--- config.mk ---
export PLATFORM = sky130hd
export DESIGN_NAME = radix_digit_encoder_flat
export DESIGN_NICKNAME = d
export VERILOG_FILES = /design/src/hdl/rde_pkg.sv /design/src/hdl/rde_if.sv /design/src/hdl/rde_div_step.sv /design/src/hdl/radix_digit_encoder.sv /design/src/flat_wrapper.sv
export SDC_FILE = /design/constraint.sdc
export NUM_CORES = 1
export LEC_CHECK = 0
export ABC_AREA = 0
export BUFFER_PORTS_ARGS = -buffer_cell sky130_fd_sc_hd__buf_2
export CELL_PAD_IN_SITES_DETAIL_PLACEMENT = 1
export CELL_PAD_IN_SITES_GLOBAL_PLACEMENT = 2
export CORE_MARGIN = 4
export CORE_UTILIZATION = 40
export CTS_BUF_LIST = sky130_fd_sc_hd__clkbuf_8
export DETAILED_ROUTE_END_ITERATION = 10
export PLACE_DENSITY = 0.94
export REMOVE_ABC_BUFFERS = 1
export SKIP_CTS_REPAIR_TIMING = 1
export SLEW_MARGIN = 10
export SYNTH_ARGS = -nofsm -noshare
export SYNTH_HDL_FRONTEND = slang
export SYNTH_SLANG_ARGS = --single-unit
--- constraint.sdc ---
create_clock -name clk_i -period 19.1 [get_ports clk_i]
set_input_delay 0.955 -clock clk_i [delete_from_list [all_inputs] [get_ports clk_i]]
set_output_delay 0.955 -clock clk_i [all_outputs]
set_load 0.01 [all_outputs]
--- src/hdl/rde_pkg.sv ---
// ----------------------------------------------------------------------------
// Radix digit encoder package
// Widths, radix constants and the digit alphabet shared by the encoder files.
// ----------------------------------------------------------------------------
package rde_pkg;

  localparam int unsigned VALUE_W     = 64;
  localparam int unsigned SYMBOL_W    = 7;
  localparam int unsigned REM_W       = 6;
  localparam int unsigned CHUNK_W     = 8;
  localparam int unsigned NUM_CHUNKS  = VALUE_W / CHUNK_W;
  localparam int unsigned CHUNK_IDX_W = $clog2(NUM_CHUNKS);

  localparam logic [REM_W-1:0] RADIX_WIDE   = 6'd62;
  localparam logic [REM_W-1:0] RADIX_NARROW = 6'd36;

  localparam logic RADIX_SEL_WIDE   = 1'b0;
  localparam logic RADIX_SEL_NARROW = 1'b1;

  localparam logic [SYMBOL_W-1:0] SYM_TERMINATOR = 7'd0;

  // Alphabet: '0'..'9', then 'a'..'z', then 'A'..'Z'.
  function automatic logic [SYMBOL_W-1:0] digit_symbol(input logic [REM_W-1:0] digit);
    logic [SYMBOL_W-1:0] wide;
    wide = {1'b0, digit};
    if (digit < 6'd10) begin
      return wide + 7'd48;
    end else if (digit < 6'd36) begin
      return wide + 7'd87;
    end else begin
      return wide + 7'd29;
    end
  endfunction

endpackage

--- src/hdl/rde_if.sv ---
// ----------------------------------------------------------------------------
// Radix digit encoder channels
// Valid/ready channels for the input value and the output symbols.
// ----------------------------------------------------------------------------
interface rde_in_if;
  logic        valid;
  logic        ready;
  logic [63:0] value;

  modport source (output valid, output value, input ready);
  modport sink   (input valid, input value, output ready);
endinterface

interface rde_out_if;
  logic       valid;
  logic       ready;
  logic [6:0] symbol;
  logic       is_last;

  modport source (output valid, output symbol, output is_last, input ready);
  modport sink   (input valid, input symbol, input is_last, output ready);
endinterface

--- src/hdl/rde_div_step.sv ---
// ----------------------------------------------------------------------------
// Byte divide step
// Restoring long division of one byte by a small divisor, carrying remainder.
// ----------------------------------------------------------------------------
module rde_div_step import rde_pkg::*; (
  input  logic [REM_W-1:0]   divisor_i,
  input  logic [REM_W-1:0]   rem_i,
  input  logic [CHUNK_W-1:0] chunk_i,
  output logic [CHUNK_W-1:0] quo_o,
  output logic [REM_W-1:0]   rem_o
);

  // The incoming remainder is always below the divisor, so each partial
  // value fits in one bit more than the remainder.
  always_comb begin
    logic [REM_W:0]   part;
    logic [REM_W-1:0] r;
    r     = rem_i;
    part  = '0;
    quo_o = '0;
    for (int i = CHUNK_W - 1; i >= 0; i--) begin
      part = {r, chunk_i[i]};
      if (part >= {1'b0, divisor_i}) begin
        quo_o[i] = 1'b1;
        part     = part - {1'b0, divisor_i};
      end
      r = part[REM_W-1:0];
    end
    rem_o = r;
  end

endmodule

--- src/hdl/radix_digit_encoder.sv ---
// ----------------------------------------------------------------------------
// Radix digit encoder
// Converts a 64-bit unsigned value to base-62 or base-36 ASCII text.
// ----------------------------------------------------------------------------
// The block takes one 64-bit value per transfer and returns its digits as
// ASCII characters, least significant digit first, followed by a terminator
// transfer with symbol 0 and is_last set; a zero value gives the terminator
// alone. The radix_select register picks base 62 (0) or base 36 (1) and is
// read while an item is being converted. Each digit comes from a long
// division of the running quotient by the radix, done by one shared byte
// divide unit, one byte per cycle from the most significant nonzero byte
// down, so a digit costs work only for the significant bytes of the running
// quotient. The input is ready only while no conversion is in progress;
// results wait in an output register, and the division stalls on a digit
// only when that register is still full.
// ----------------------------------------------------------------------------
module radix_digit_encoder import rde_pkg::*; (
  input  logic              clk_i,
  input  logic              rst_ni,
  input  logic              cfg_we_i,
  input  logic              cfg_wdata_i,
  rde_in_if.sink            in_i,
  rde_out_if.source         out_o
);

  // Sequencer states.
  localparam logic [1:0] S_IDLE = 2'd0;
  localparam logic [1:0] S_DIV  = 2'd1;
  localparam logic [1:0] S_TERM = 2'd2;

  logic [1:0]             state_q, state_d;
  logic                   radix_q, radix_d;
  logic [VALUE_W-1:0]     value_q, value_d;
  logic [REM_W-1:0]       rem_q, rem_d;
  logic [CHUNK_IDX_W-1:0] idx_q, idx_d;
  logic [CHUNK_IDX_W-1:0] top_q, top_d;
  logic                   top_zero_q, top_zero_d;
  logic                   out_valid_q, out_valid_d;
  logic [SYMBOL_W-1:0]    out_sym_q, out_sym_d;
  logic                   out_last_q, out_last_d;

  logic [REM_W-1:0]       divisor;
  logic [CHUNK_W-1:0]     chunk;
  logic [CHUNK_W-1:0]     step_quo;
  logic [REM_W-1:0]       step_rem;
  logic [CHUNK_IDX_W-1:0] lead_idx;
  logic [CHUNK_IDX_W-1:0] next_top;
  logic                   in_xfer;
  logic                   out_free;
  logic                   last_chunk;
  logic                   quo_zero;

  assign in_i.ready    = (state_q == S_IDLE);
  assign in_xfer       = in_i.valid && in_i.ready;
  assign out_o.valid   = out_valid_q;
  assign out_o.symbol  = out_sym_q;
  assign out_o.is_last = out_last_q;

  // The output register can take a new result when it is empty or when its
  // current contents leave in this cycle.
  assign out_free = !out_valid_q || out_o.ready;

  assign divisor = (radix_q == RADIX_SEL_NARROW) ? RADIX_NARROW : RADIX_WIDE;

  // Most significant nonzero byte of the incoming value; the division starts
  // there so that leading zero bytes are skipped.
  always_comb begin
    lead_idx = '0;
    for (int c = 0; c < NUM_CHUNKS; c++) begin
      if (in_i.value[c*CHUNK_W +: CHUNK_W] != '0) begin
        lead_idx = CHUNK_IDX_W'(c);
      end
    end
  end

  assign chunk      = value_q[idx_q*CHUNK_W +: CHUNK_W];
  assign last_chunk = (idx_q == '0);

  rde_div_step u_div_step (
    .divisor_i (divisor),
    .rem_i     (rem_q),
    .chunk_i   (chunk),
    .quo_o     (step_quo),
    .rem_o     (step_rem)
  );

  // Dividing by a radix below 256 shortens the quotient by at most one byte.
  // The whole quotient is zero only when a single byte was left and its
  // quotient byte is zero.
  assign next_top = (top_q != '0 && top_zero_q) ? top_q - 1'b1 : top_q;
  assign quo_zero = (top_q == '0) && (step_quo == '0);

  always_comb begin
    state_d     = state_q;
    radix_d     = radix_q;
    value_d     = value_q;
    rem_d       = rem_q;
    idx_d       = idx_q;
    top_d       = top_q;
    top_zero_d  = top_zero_q;
    out_valid_d = out_valid_q;
    out_sym_d   = out_sym_q;
    out_last_d  = out_last_q;

    if (cfg_we_i) begin
      radix_d = cfg_wdata_i;
    end

    if (out_valid_q && out_o.ready) begin
      out_valid_d = 1'b0;
    end

    case (state_q)
      S_IDLE: begin
        if (in_xfer) begin
          value_d    = in_i.value;
          rem_d      = '0;
          idx_d      = lead_idx;
          top_d      = lead_idx;
          top_zero_d = 1'b0;
          state_d    = (in_i.value != '0) ? S_DIV : S_TERM;
        end
      end
      S_DIV: begin
        // Only the byte that completes a digit needs room in the output.
        if (!last_chunk || out_free) begin
          value_d[idx_q*CHUNK_W +: CHUNK_W] = step_quo;
          rem_d = step_rem;
          if (idx_q == top_q) begin
            top_zero_d = (step_quo == '0);
          end
          if (!last_chunk) begin
            idx_d = idx_q - 1'b1;
          end else begin
            out_valid_d = 1'b1;
            out_sym_d   = digit_symbol(step_rem);
            out_last_d  = 1'b0;
            rem_d       = '0;
            idx_d       = next_top;
            top_d       = next_top;
            top_zero_d  = 1'b0;
            state_d     = quo_zero ? S_TERM : S_DIV;
          end
        end
      end
      S_TERM: begin
        if (out_free) begin
          out_valid_d = 1'b1;
          out_sym_d   = SYM_TERMINATOR;
          out_last_d  = 1'b1;
          state_d     = S_IDLE;
        end
      end
      default: begin
        state_d = S_IDLE;
      end
    endcase
  end

  always_ff @(posedge clk_i or negedge rst_ni) begin
    if (!rst_ni) begin
      state_q     <= S_IDLE;
      radix_q     <= RADIX_SEL_WIDE;
      out_valid_q <= 1'b0;
    end else begin
      state_q     <= state_d;
      radix_q     <= radix_d;
      out_valid_q <= out_valid_d;
    end
  end

  always_ff @(posedge clk_i) begin
    value_q    <= value_d;
    rem_q      <= rem_d;
    idx_q      <= idx_d;
    top_q      <= top_d;
    top_zero_q <= top_zero_d;
    out_sym_q  <= out_sym_d;
    out_last_q <= out_last_d;
  end

endmodule
--- src/flat_wrapper.sv ---
// flat-port wrapper written by rule: the top's interface ports become plain ports
module radix_digit_encoder_flat import rde_pkg::*;
  (clk_i, rst_ni, cfg_we_i, cfg_wdata_i, in_i_valid, in_i_value, in_i_ready, out_o_valid, out_o_symbol, out_o_is_last, out_o_ready);
  rde_in_if in_i_i ();
  rde_out_if out_o_i ();
  input  logic clk_i;
  input  logic rst_ni;
  input  logic cfg_we_i;
  input  logic cfg_wdata_i;
  input wire logic [$bits(in_i_i.valid)-1:0] in_i_valid;
  input wire logic [$bits(in_i_i.value)-1:0] in_i_value;
  output wire logic [$bits(in_i_i.ready)-1:0] in_i_ready;
  output wire logic [$bits(out_o_i.valid)-1:0] out_o_valid;
  output wire logic [$bits(out_o_i.symbol)-1:0] out_o_symbol;
  output wire logic [$bits(out_o_i.is_last)-1:0] out_o_is_last;
  input wire logic [$bits(out_o_i.ready)-1:0] out_o_ready;
  assign in_i_i.valid = in_i_valid;
  assign in_i_i.value = in_i_value;
  assign in_i_ready = in_i_i.ready;
  assign out_o_valid = out_o_i.valid;
  assign out_o_symbol = out_o_i.symbol;
  assign out_o_is_last = out_o_i.is_last;
  assign out_o_i.ready = out_o_ready;
  radix_digit_encoder u_core (.clk_i(clk_i), .rst_ni(rst_ni), .cfg_we_i(cfg_we_i), .cfg_wdata_i(cfg_wdata_i), .in_i(in_i_i), .out_o(out_o_i));
endmodule
* Word level (Yosys, flattened, before mapping)
Cells that the tools add are included.
** Operators by class
- Add/subtract/negate cells :: 14
- $lt $le $gt $ge :: 10
- Equality and inequality tests :: 8
- Shift-type cells :: 3
- Muxes and demuxes :: 67
- Reductions and logical operators :: 28
** Operator list (count)
- two-way mux 64 bit :: 2
- one-hot mux 64 bit (2 select lines) :: 1
- two-way mux 6 bit :: 11
- bitwise mux 64 bit :: 1
- nonzero test 64 bit :: 1
- variable shift 8 x 34 -> 64 bit, first input constant :: 1
- variable part select 64 x 7 -> 8 bit :: 1
- variable part select 8 x 34 -> 64 bit :: 1
- >= comparator 7 x 6 -> 1 bit :: 8
- nonzero test 8 bit :: 7
- subtractor 6 bit :: 8
- two-way mux 3 bit :: 12
- two-way mux 7 bit :: 5
- negator 6 -> 34 bit :: 1
- two-way mux 1 bit :: 20
- AND reduction 4 bit :: 4
- one-hot mux 7 bit (2 select lines) :: 1
- two-way mux 2 bit :: 6
- one-hot mux 3 bit (2 select lines) :: 2
- one-hot mux 6 bit (2 select lines) :: 1
- logical NOT 8 bit :: 1
- adder 6 x 5 -> 7 bit, second input constant :: 1
- adder 6 x 6 -> 7 bit, second input constant :: 1
- adder 6 x 7 -> 7 bit, second input constant :: 1
- 20 further kinds :: 32
** Word-level totals
- Register bits :: 89
- Input port bits :: 70
- Output and inout port bits :: 10

* Depth between registers and ports, before layout
- Word-level depth :: 23
- Gate-level depth with buffers :: 73
- Depth with buffers taken out :: 66

* Hierarchy
Synthesis repeated with hierarchy kept, for this count alone.
** Unflattened totals
- Cell total of the unflattened synthesis :: 759
- Area, all modules :: 7758.7 µm²
** Modules (own cells, without submodules)
- radix_digit_encoder :: times used 1, cells an instance 409, area an instance 5002.3 µm²
- rde_div_step :: times used 1, cells an instance 350, area an instance 2756.4 µm²

* Worst setup path after synthesis
OpenSTA, ideal clock, no wires.
- Path type :: reg2reg
- Start :: register u_core.radix_q
- End :: register u_core.out_sym_q[6], in the netlist u_core.out_o.symbol[6] (data pin)
- Library setup time :: 0.255 ns
- Arrival time :: 13.859 ns
- Required time :: 18.845 ns
- Slack :: 4.986 ns
- Cell stages (with the launch flop) :: 71
- Buffers on the path :: 4
- Clock period less this slack :: 14.114 ns
- Cells stage by stage :: dfrtp_1 > inv_1 > ha_1 > inv_1 > ha_1 > a21oi_1 > o21ai_1 > a21oi_4 > buf_2 > mux2i_1 > inv_1 > ha_1 > nand3_1 > and2_1 > clkbuf_1 > nor2_1 > a221oi_1 > o21a_2 > [... 35 more ...] > nand2_2 > mux2_2 > ha_1 > a21o_1 > a21oi_1 > inv_1 > a31oi_1 > o21a_1 > buf_6 > mux2_4 > inv_1 > ha_1 > a21oi_1 > fa_1 > inv_1 > a31oi_1 > a2111oi_0 > and3b_1
** On the way
- Longest elaborated chain between the ends :: 23
** Ends and longest elaborated chain
- start: declaration :: RTL line radix_digit_encoder.sv:32 : logic radix_q, radix_d;
- start signal: assignment :: RTL line radix_digit_encoder.sv:167 : radix_q <= radix_d;
- two-way mux 5 bit * :: RTL line radix_digit_encoder.sv:63 : assign divisor = (radix_q == RADIX_SEL_NARROW) ? RADIX_NARROW : RADIX_WIDE;
- subtractor 6 bit / >= comparator 7 x 6 -> 1 bit (equally long branches) :: RTL line rde_div_step.sv:25, rde_div_step.sv:23
- two-way mux 6 bit :: RTL line rde_div_step.sv:23 : if (part >= {1'b0, divisor_i}) begin
- subtractor 6 bit / >= comparator 7 x 6 -> 1 bit (equally long branches) :: RTL line rde_div_step.sv:25, rde_div_step.sv:23
- two-way mux 6 bit :: RTL line rde_div_step.sv:23
- subtractor 6 bit / >= comparator 7 x 6 -> 1 bit (equally long branches) :: RTL line rde_div_step.sv:25, rde_div_step.sv:23
- two-way mux 6 bit :: RTL line rde_div_step.sv:23
- subtractor 6 bit / >= comparator 7 x 6 -> 1 bit (equally long branches) :: RTL line rde_div_step.sv:25, rde_div_step.sv:23
- [... 8 more ...]
- two-way mux 6 bit * :: RTL line rde_div_step.sv:23
- named net u_core.step_rem[4] :: RTL line radix_digit_encoder.sv:45 : logic [REM_W-1:0] step_rem;
- adder 6 x 7 -> 7 bit (tied with other cells) :: RTL line rde_pkg.sv:29 : return wide + 7'd87;
- two-way mux 7 bit :: RTL line rde_pkg.sv:28 : end else if (digit < 6'd36) begin
- two-way mux 7 bit * :: RTL line rde_pkg.sv:26 : if (digit < 6'd10) begin
- two-way mux 7 bit * :: RTL line radix_digit_encoder.sv:132 : if (!last_chunk) begin
- two-way mux 7 bit * :: RTL line radix_digit_encoder.sv:126 : if (!last_chunk || out_free) begin
- one-hot mux 7 bit (2 select lines) * :: RTL line radix_digit_encoder.sv:113 : case (state_q)
- end signal: assignment :: RTL line radix_digit_encoder.sv:178 : out_sym_q <= out_sym_d;
- end: declaration :: RTL line radix_digit_encoder.sv:39 : logic [SYMBOL_W-1:0] out_sym_q, out_sym_d;
Mark *: on every way through the listed nets, which the timed path passes. The rest lies on a longest branch. The select of a mux whose other input is x is not followed.
A chain may end at the register's enable or synchronous reset.

* Worst setup path after layout
- Start :: register u_core.radix_q
- End :: register u_core.out_sym_q[5], in the netlist u_core.out_o.symbol[5] (data pin)
The elaborated chain is that of the path after synthesis.

==> results.md <==
- Netlist cell types: 88
- Mapped Cells: 700
- CP startpoint kind: register
- Placed cells: 980
- Drt total wl: 23100 um
- Clk pin slew, worst setup/hold paths: 0.10 ns
- Reg-to-reg slack, setup: 1.40 ns
- Diodes inserted: 0
- Top FF cell, synth: edfxtp_1
- Core Rows: 48
- Post-synth EDFFs: 85
- Skew-Pair Late Insertion Delay: 0.39 ns
- # port buffers: 79
- CTS buffer count: 9
- Async SR Flop Fraction: 4.49%
- Worst Path Arrival: 17.93 ns
- Achievable Freq: 56.5 MHz
- Setup_tns: 0 ns
- Largest net degree at the start of global routing: 55
- Crit path from: u_core.radix_q
- Max-slew violations: 0
- DRC: 0
- Worst Path Max Fanout: 17
- Final hold viol count: 0
- Worst Path Required: 19.33 ns
- Avg Synthesized Cell Area: 10.1 um2
- Die W: 141 um
- Slew @ Worst Pin: 1.13 ns
- Setup violations, final: 0
- First-pass GRT wire length: 36900 um
- Layout cells sized above 1: 20.2%
- CP Class: register to register
- Area leader, netlist: edfxtp_1
- Number of global-route vias before repair: 6716
- Sequential element share of the synthesized area: 37.4%
- CTS max path bufs: 2
- RSZ-0062 raised after global routing: false
- Hpwl dp: 18300 um
- CTS tree: yes
- Via count: 6198
- GPL Wtd Cong: 1.00
- Total grt overflow: 0
- Worst Clk Skew: 0.0207 ns
- FF-to-FF End: u_core.out_o.symbol[5]
- H-tree depth: 3
- Fin util: 45.3%
- IO Count: 80
- Status: complete, no violations
- Synth Warn #: 0
- Slowest cell on the critical path: dfrtp_1
- Post-Layout Cell Count: 996
- Max_slew headroom: 24.5%
- Area share of the largest cell type after synthesis: 36.0%
- Hold Path Class: input pin to asynchronous set/reset pin
- TritonRoute pass-1 iters: 5
- Top post-synthesis cells by area: edfxtp_1 36%, ha_1 7.8%, o2bb2ai_1 5.9%
- DIE HEIGHT: 141 um
- Cell mode on critical path: ha_1
- R2R depth: 63
- FF-to-FF Start: u_core.radix_q
- Wire per inst: 23.2 um
- Starting DRT DRC Count: 390
- CP endpoint kind: register
- Starting Density: 40.9%
- Nets@finish: 881
- Total GRT Usage: 23.5%
- # clock sinks: 89
- Yosys reg bits: 89
- Die Area: 19900 um2
- Area growth from synthesis to layout: 10.8%
- Slowest stage delay, CP: 0.66 ns
- Netlist Area Pre-Place: 7100 um2
- Period utilisation layout: 92.7%
- Core ar.: 17400 um2
- Total of max-cap violations: 0
- Antenna violations before repair: 0
- Vias per inst: 6.22
- Antenna Nets Post-Route: 0
- Min Tclk post-route: 17.70 ns
- Clk root buf: clkbuf_8
==> critical path, delay by kind of cell (launching register included) <==
family | cells | cell delay [ns]
buf+inv | 6 | 0.88
fa+ha+maj | 11 | 3.38
flops | 1 | 0.66
simple gates | 15 | 3.75
mux | 7 | 2.68
compound gates | 24 | 6.17
==> Yosys cell counts (13+ instances only) <==
library cell and count:
nor2_1 39, clkbuf_1 19, o21ai_0 13, nand2_1 41, nor2b_1 16, o2bb2ai_1 48, o22ai_1 20, ha_1 44
a21oi_1 49, mux4_2 13, inv_1 54, mux2i_1 24, nor4_1 14, nand3_1 17, edfxtp_1 85, nand4_1 16
==> worst max path at each step <==
stage                                         to  slack (ns)  cells past startpoint
after CTS                 u_core.out_o.symbol[5]        1.17                     61
after floorplan           u_core.out_o.symbol[6]        4.30                     61
after global placement    u_core.out_o.symbol[6]        2.18                     62
final                     u_core.out_o.symbol[5]        1.40                     63
after global routing      u_core.out_o.symbol[6]        0.04                     63
after detailed placement  u_core.out_o.symbol[5]        1.26                     61
==> layout make-up <==
type	instances	area, um2
fill	1974	9490
multi-input combinational	525	4110
sequential	89	2650
timing repair buffer	83	425
tap	225	282
inverter	58	218
clock buffer	9	124
clock inverter	7	60.1
==> per-layer routing <==
metal  vias up  routed length [um]  GRT usage (%)
li1       2848                   -              -
met1      3065                9530           29.3
met2       232               11500           40.5
met3        53                1010           3.05
met4         0                1050           10.7
met5         -                   0              0
==> sequential cells by signal, indices dropped and copies added, names as in the netlist, 2 cells and up <==
signal               cells
u_core.idx_q             3
u_core.out_o.symbol      7
u_core.rem_q             6
u_core.state_q           2
u_core.top_q             3
u_core.value_q          64
==> placed cells by master, fill, tap and decap left out, types with 4 or more instances in the layout <==
| master | instances |
|---|---|
| nor2_1 | 38 |
| o211ai_2 | 5 |
| xnor2_1 | 11 |
| a31oi_1 | 6 |
| mux2_2 | 12 |
| mux2i_1 | 23 |
| nand2b_1 | 7 |
| a21o_1 | 10 |
| o21ai_0 | 13 |
| nand3_1 | 17 |
| nor4_1 | 14 |
| nand4_1 | 16 |
| o2bb2ai_1 | 48 |
| o211ai_1 | 7 |
| ha_1 | 44 |
| nor3_1 | 5 |
| mux4_2 | 13 |
| o22ai_1 | 20 |
| edfxtp_1 | 85 |
| o21ai_1 | 5 |
| buf_4 | 4 |
| o21a_1 | 4 |
| and2_1 | 12 |
| a21oi_1 | 49 |
| xor2_1 | 6 |
| inv_6 | 4 |
| buf_2 | 79 |
| nand2_1 | 41 |
| nor2b_1 | 16 |
| inv_1 | 54 |
| dfrtp_1 | 4 |
| o211a_1 | 5 |
| clkbuf_8 | 9 |
==> through the flow <==
stage	setup WS (ns)	area (um2)	hold WS, ns
4_1_cts	1.17	7860	0.363
3_5_place_dp	1.26	7680	0.554
6_report	1.40	7870	0.375
2_1_floorplan	4.30	6970	0.508
3_3_place_gp	2.18	7680	0.524
5_1_grt	0.0438	7870	0.369
==> cell families after synthesis <==
group,share of synthesized area (%)
flip-flops,37.4
AO/OA/AOI/OAI,23.1
AND/OR/NAND/NOR,14.1
XOR/XNOR,2.10
buffers and inverters,4.86
multiplexers,10.5
adder cells (fa/ha/maj),8.04
Power is left out: the tool's default activity adds up to more than one toggle a clock period on the data nets, which glitch-free logic cannot reach.
